**src/hdl/tdl_pkg.sv**
```systemverilog
// Shared types and constants for the timestamped delay line.
// Word layouts, opcodes, register indexes and the time-gap helper.
// No dependencies.
package tdl_pkg;

  localparam int TIME_BITS  = 48;
  localparam int VALUE_BITS = 32;
  localparam int POS_IO_W   = 6;
  localparam int SIZE_CFG_W = 7;
  localparam int STEP_W     = 20;
  localparam int CFG_DATA_W = 20;
  localparam int CFG_IDX_W  = 1;

  typedef enum logic [1:0] {
    OP_FILL      = 2'd0,
    OP_APPEND    = 2'd1,
    OP_READ_TIME = 2'd2,
    OP_READ_POS  = 2'd3
  } op_t;

  typedef enum logic [CFG_IDX_W-1:0] {
    CFG_ACTIVE_SIZE = 1'b0,
    CFG_TIME_STEP   = 1'b1
  } cfg_idx_t;

  typedef logic signed [TIME_BITS-1:0]  tick_t;
  typedef logic signed [VALUE_BITS-1:0] val_t;

  typedef struct packed {
    op_t                 opcode;
    tick_t               sample_time;
    val_t                sample_value;
    logic [POS_IO_W-1:0] delay_position;
  } in_word_t;

  typedef struct packed {
    val_t                out_value;
    tick_t               out_time;
    logic [POS_IO_W-1:0] out_position;
    logic                hit;
  } out_word_t;

  // one ring entry
  typedef struct packed {
    tick_t t;
    val_t  v;
  } entry_t;

  typedef struct packed {
    logic shift_en;   // move one place toward cell 0
    logic take_wrap;  // last cell of the ring: load from the wrap bus
    logic wr_full;    // write time and value
    logic wr_val;     // write value only
  } cell_ctl_t;

  // |a - b|; the true distance of two signed times always fits TIME_BITS unsigned
  function automatic logic [TIME_BITS-1:0] abs_gap(tick_t a, tick_t b);
    logic [TIME_BITS-1:0] ab;
    logic [TIME_BITS-1:0] ba;
    ab = TIME_BITS'(a - b);
    ba = TIME_BITS'(b - a);
    return (a < b) ? ba : ab;
  endfunction

endpackage

```
**src/hdl/tdl_cell.sv**
```systemverilog
// One storage cell of the delay-line ring: a (time, value) pair.
// Shifts toward its lower neighbor or takes a direct write.
// Depends on tdl_pkg.
module tdl_cell (
  input  logic               clk,
  input  logic               rst_n,
  input  tdl_pkg::cell_ctl_t ctl,
  input  tdl_pkg::entry_t    nbr_in,
  input  tdl_pkg::entry_t    wrap_in,
  input  tdl_pkg::entry_t    wr_entry,
  output tdl_pkg::entry_t    q
);
  import tdl_pkg::*;

  entry_t q_r;

  always_ff @(posedge clk) begin
    if (!rst_n) begin
      q_r <= '0;
    end else if (ctl.wr_full) begin
      q_r <= wr_entry;
    end else if (ctl.wr_val) begin
      q_r.v <= wr_entry.v;
    end else if (ctl.shift_en) begin
      q_r <= ctl.take_wrap ? wrap_in : nbr_in;
    end
  end

  assign q = q_r;

endmodule

```
**config.mk**
```make
export PLATFORM = sky130hd
export DESIGN_NAME = tdl_cell
export DESIGN_NICKNAME = d
export VERILOG_FILES = /design/src/hdl/tdl_pkg.sv /design/src/hdl/tdl_cell.sv
export SDC_FILE = /design/constraint.sdc
export NUM_CORES = 1
export LEC_CHECK = 0
export ABC_AREA = 1
export BUFFER_PORTS_ARGS = -buffer_cell sky130_fd_sc_hd__buf_4
export CAP_MARGIN = 0
export CORE_AREA = 2 2 127 129
export DETAILED_ROUTE_END_ITERATION = 16
export DIE_AREA = 0 0 129 131
export PLACE_DENSITY_LB_ADDON = 0.08
export SLEW_MARGIN = 20
export SYNTH_ARGS = -nofsm -noshare
export SYNTH_HDL_FRONTEND = slang
export SYNTH_SLANG_ARGS = --single-unit
```
**constraint.sdc**
```tcl
create_clock -name clk -period 1.5 [get_ports clk]
set_clock_uncertainty 0.2 [all_clocks]
set_input_delay 0.225 -clock clk [delete_from_list [all_inputs] [get_ports clk]]
set_output_delay 0.225 -clock clk [all_outputs]
set_load 0.02 [all_outputs]
```
# --- After elaboration in Yosys (flattened, before gate mapping) ---
# Index checks and enable logic that the tools add are counted.
word_totals:
  register_bits: 80
  input_bits: 246
  output_inout_bits: 80
op_classes:
  eq_ne: 1
  n_mux: 5
  reduce_logical: 3
ops:
  columns: ["operator", "n"]
  rows:
  - ["$mux W80", 3]
  - ["$mux W48", 1]
  - ["$mux W32", 1]
  - ["$reduce_bool A3 Y1", 1]
  - ["$ne A2 B1 Y1 const B", 1]
  - ["$reduce_and A2 Y1", 1]
  - ["$reduce_bool A2 Y1", 1]

# --- Logic depth before layout (Yosys ltp) ---
logic_depth:
  depth_word: 4
  ltp_mapped: 8

# --- Worst setup path before layout ---
# No wires, ideal clock.
synth_path:
  path_kind: "input to register"
  start: "in ctl[1] (netlist bit)"
  end: "reg q_r (netlist bit q[59])"
  setup_time_ns: 0.122
  t_arrival_ns: 0.986
  slack_ns: 0.192
  stages: 7
  n_path_buf: 3
  cell_sequence: "buf_4 > inv_2 > nand2_2 > buf_6 > buf_2 > o21ai_0 > a21oi_1"
synth_between:
  elab_chain_cells: 2
  elab_cells_between_ends: 4
  cone_classes: "eq/ne (1); mux (1); reduce/logical (2)"
synth_lines:
  columns: ["item", "line_no", "source"]
  rows:
  - ["start, declared", "tdl_cell.sv:7", "input tdl_pkg::cell_ctl_t ctl,"]
  - ["$ne A2 B1 Y1 (no line) or $reduce_bool A2 Y1 (tied branches)", null, null]
  - ["$reduce_and A2 Y1 (no line)", null, null]
  - ["end signal, assigned", "tdl_cell.sv:21", "q_r <= wr_entry;"]
  - ["end signal, assigned", "tdl_cell.sv:25", "q_r <= ctl.take_wrap ? wrap_in : nbr_in;"]
  - ["end, declared", "tdl_cell.sv:15", "entry_t q_r;"]
# Parallel ways exist; a longest one is shown, timed or not.
# A chain may end at the register's enable or synchronous reset.

# --- Worst setup path after layout ---
layout_path:
  start: "reg q_r (netlist bit q[20])"
  end: "out q[20] (netlist bit)"
layout_lines:
  columns: ["item", "line_no", "source"]
  rows:
  - ["end, declared", "tdl_cell.sv:11", "output tdl_pkg::entry_t q"]
# No word-level cell between the ends.

==> flow_metrics.py <==
metrics = {
    "final_layout": {
        "fillers": 1600,
        "nets": 1344,
        "multi_input_area_sq_um": 2580,
        "diodes": 0,
        "drive_gt1_share_pct": 37.5,
        "final_cells": 1318,
        "regArea_sq_um": 1600,
        "largest_reg_flops": 80,
        "layout_commonest_cell": "buf_4",
        "area_growth_pct": 67.3,
        "mostFrequentLayoutCells": "buf_4, nand2_1, dfxtp_1",
        "final_area_sq_um": 7990,
    },
    "detailed_routing": {
        "drc": 0,
        "drtIter0Drc": 259,
        "drt_pass1_iterations": 4,
        "wire_per_inst_microns": 14.6,
        "via_per_inst": 4.55,
        "via_count": 5993,
        "ant_nets": 0,
        "drt_wl_total_mm": 19.2,
    },
    "clock_network": {
        "cts_tree": "done",
        "clk_pin_slew_ns": 0.06,
        "clock_path_buffers": 2,
        "cts_max_level": 3,
        "ctsResizeCount": 0,
        "hold_buffers": 18,
        "worst_skew_pair.late_latency_ns": 0.34,
        "cts_buffers": 9,
        "cts_setup_buffers": 0,
        "root_buffer": "clkbuf_16",
        "clkSinkCount": 80,
    },
    "worst_setup_path": {
        "cp_num_buf_inv": 1,
        "cp_cell_sequence": "buf_4",
        "slowest_stage": "dfxtp_1",
        "reg2reg_depth": 4,
        "max_stage_delay_ns": 0.36,
        "r2r_slack_ns": 0.59,
        "cp.required_ns": 1.07,
        "critPathTopFamily": "flip-flops",
        "worst_ep_arrival_time_ns": 0.85,
        "critPathCaptureType": "primary output",
        "worst_setup_path_start_kind": "flop",
        "crit_path_max_fanout": 2,
        "worst-setup-path-type": "reg2out",
        "rr_startpoint": "q[20]",
        "r2r_end": "q[20]",
    },
    "logic_synthesis": {
        "synth_nets": 1020,
        "syn-cell-area_sq_um": 4780,
        "ys_seq_elements": 80,
        "synth_cell_types": 21,
        "syn_area_per_cell_sq_um": 6.17,
        "ys_warn_count": 0,
        "netlist_instances": 774,
        "ys_seq_area_share_pct": 33.5,
    },
    "job": {
        "max-cap-violations": 0,
    },
    "timing": {
        "setup_ws_ns": 0.229,
        "fin_tns_setup_ns": 0,
        "setup_viol": 0,
        "slew-limit-headroom_pct": 76.6,
        "drv_slew": 0,
        "post-route-period-util_pct": 84.8,
        "rsz0062_at_grt": "false",
        "post-route-min-period_ns": 1.27,
        "fmax_ghz": 0.787,
        "final_hold_viol_count": 0,
        "worstMarginPinSlew_ns": 0.351,
    },
    "power": {
        "power_density_nw_per_um2": 820,
        "p_int_uw": 4700,
        "p_clk_share_pct": 35.2,
        "switching_share_pct": 28.4,
        "share_comb_of_total_power_pct": 28.6,
        "leakagePower_uw": 0.00428,
        "fin_total_pwr_uw": 6560,
        "p_seq_share_pct": 36.3,
        "peakVddDrop_mv": 0.491,
        "switchingPower_uw": 1860,
    },
    "hold_path": {
        "hold_start": "wrap_in[35]",
        "whs_path_depth": 3,
        "hold-path-endpoint": "q[35]",
        "min_path_type": "in2reg",
    },
    "grt": {
        "antenna_found_initial": 0,
        "overflow": 0,
        "grt_usage_pct": 21.7,
        "grt_max_degree": 49,
        "grt_use_met3_pct": 5.86,
        "grt_util_met1_pct": 25.0,
        "use_met2_pct": 38.9,
        "grt_pass1_vias": 5578,
        "grt_pass1_wl_mm": 28.7,
        "grt_busiest_layer": "met2",
    },
    "placed_design": {
        "placed_cell_area_sq_um": 7510,
        "dp_hpwl_mm": 14.2,
        "place.gp.congestion": 0.817,
        "placed_cells": 1285,
        "pre_cts_slack_ns": 0.0615,
        "io_buffer_count": 325,
    },
    "floorplanning": {
        "boundaryPins": 326,
        "core_area_sq_um": 15600,
        "rows": 46,
        "die_x_microns": 129,
        "die_area_sq_um": 16900,
        "fp.dieH_microns": 131,
        "initial_core_util_pct": 30.6,
    },
    "outcome": {
        "status": "finished, final reports clean",
    },
}
## per-stage QoR
step	utilization, %	hold WS [ns]
global route	51.2	0.00430
floorplan	-	0.233
CTS	51.2	0.000754
global placement	48.1	0.252
finish	51.2	0.0107
detailed placement	48.1	0.259
## worst max path at each step
stage          startpoint    end  slack [ns]  cells after the start
3_3_place_gp       ctl[2]  q[26]        0.06                      6
2_1_floorplan      ctl[1]  q[59]        0.19                      7
5_1_grt             q[13]  q[13]        0.19                      1
3_5_place_dp       ctl[1]  q[15]        0.06                      6
4_1_cts             q[14]  q[14]        0.21                      1
6_report            q[20]  q[20]        0.23                      1
## power groups by stage
stage | Combinational (uW) | Sequential, uW | Clock (uW)
floorplan | 662 | 2620 | 0
CTS | 1900 | 2380 | 2370
global placement | 1840 | 2420 | 0
global route | 2050 | 2390 | 2460
detailed placement | 1850 | 2420 | 0
finish | 1870 | 2380 | 2300
## per-layer routing
metal  part of all wire, %  wire [microns]
met4                   2.0             389
met2                    49            9480
met1                    41            7870
met5                     0               0
met3                   7.7            1480
## layout make-up
cell class,count,share of cell area (%)
timing repair buffer,369,36.6
multi-input combinational,556,32.3
sequential,80,20.0
inverter,82,3.87
tap,216,3.38
clock buffer,11,2.91
clock inverter,4,0.877
## Yosys cell counts
cell type  instances  area share [%]
clkinv_2           1            0.10
nand4_1            8             1.0
o211ai_1          39             6.1
nor2_1            69             5.4
nand2_2            3            0.39
clkbuf_1          24             1.9
a21oi_1           74             7.8
nand2_1          233              18
clkinv_1           1           0.078
buf_4              5            0.79
nor3_1             4            0.42
nor2_8             1            0.42
or2_2             39             5.1
inv_1             75             5.9
buf_1              1           0.078
buf_2             22             2.3
inv_2              5            0.39
buf_6              4            0.94
o21ai_0           47             4.9
dfxtp_1           80              34
nand3_1           39             4.1
## kinds of logic after synthesis
logic type | share of synthesized area, %
buf+inv | 12.5
simple gates | 35.2
compound gates | 18.8
flops | 33.5
Note: power is estimated with default switching activity, not from simulation.
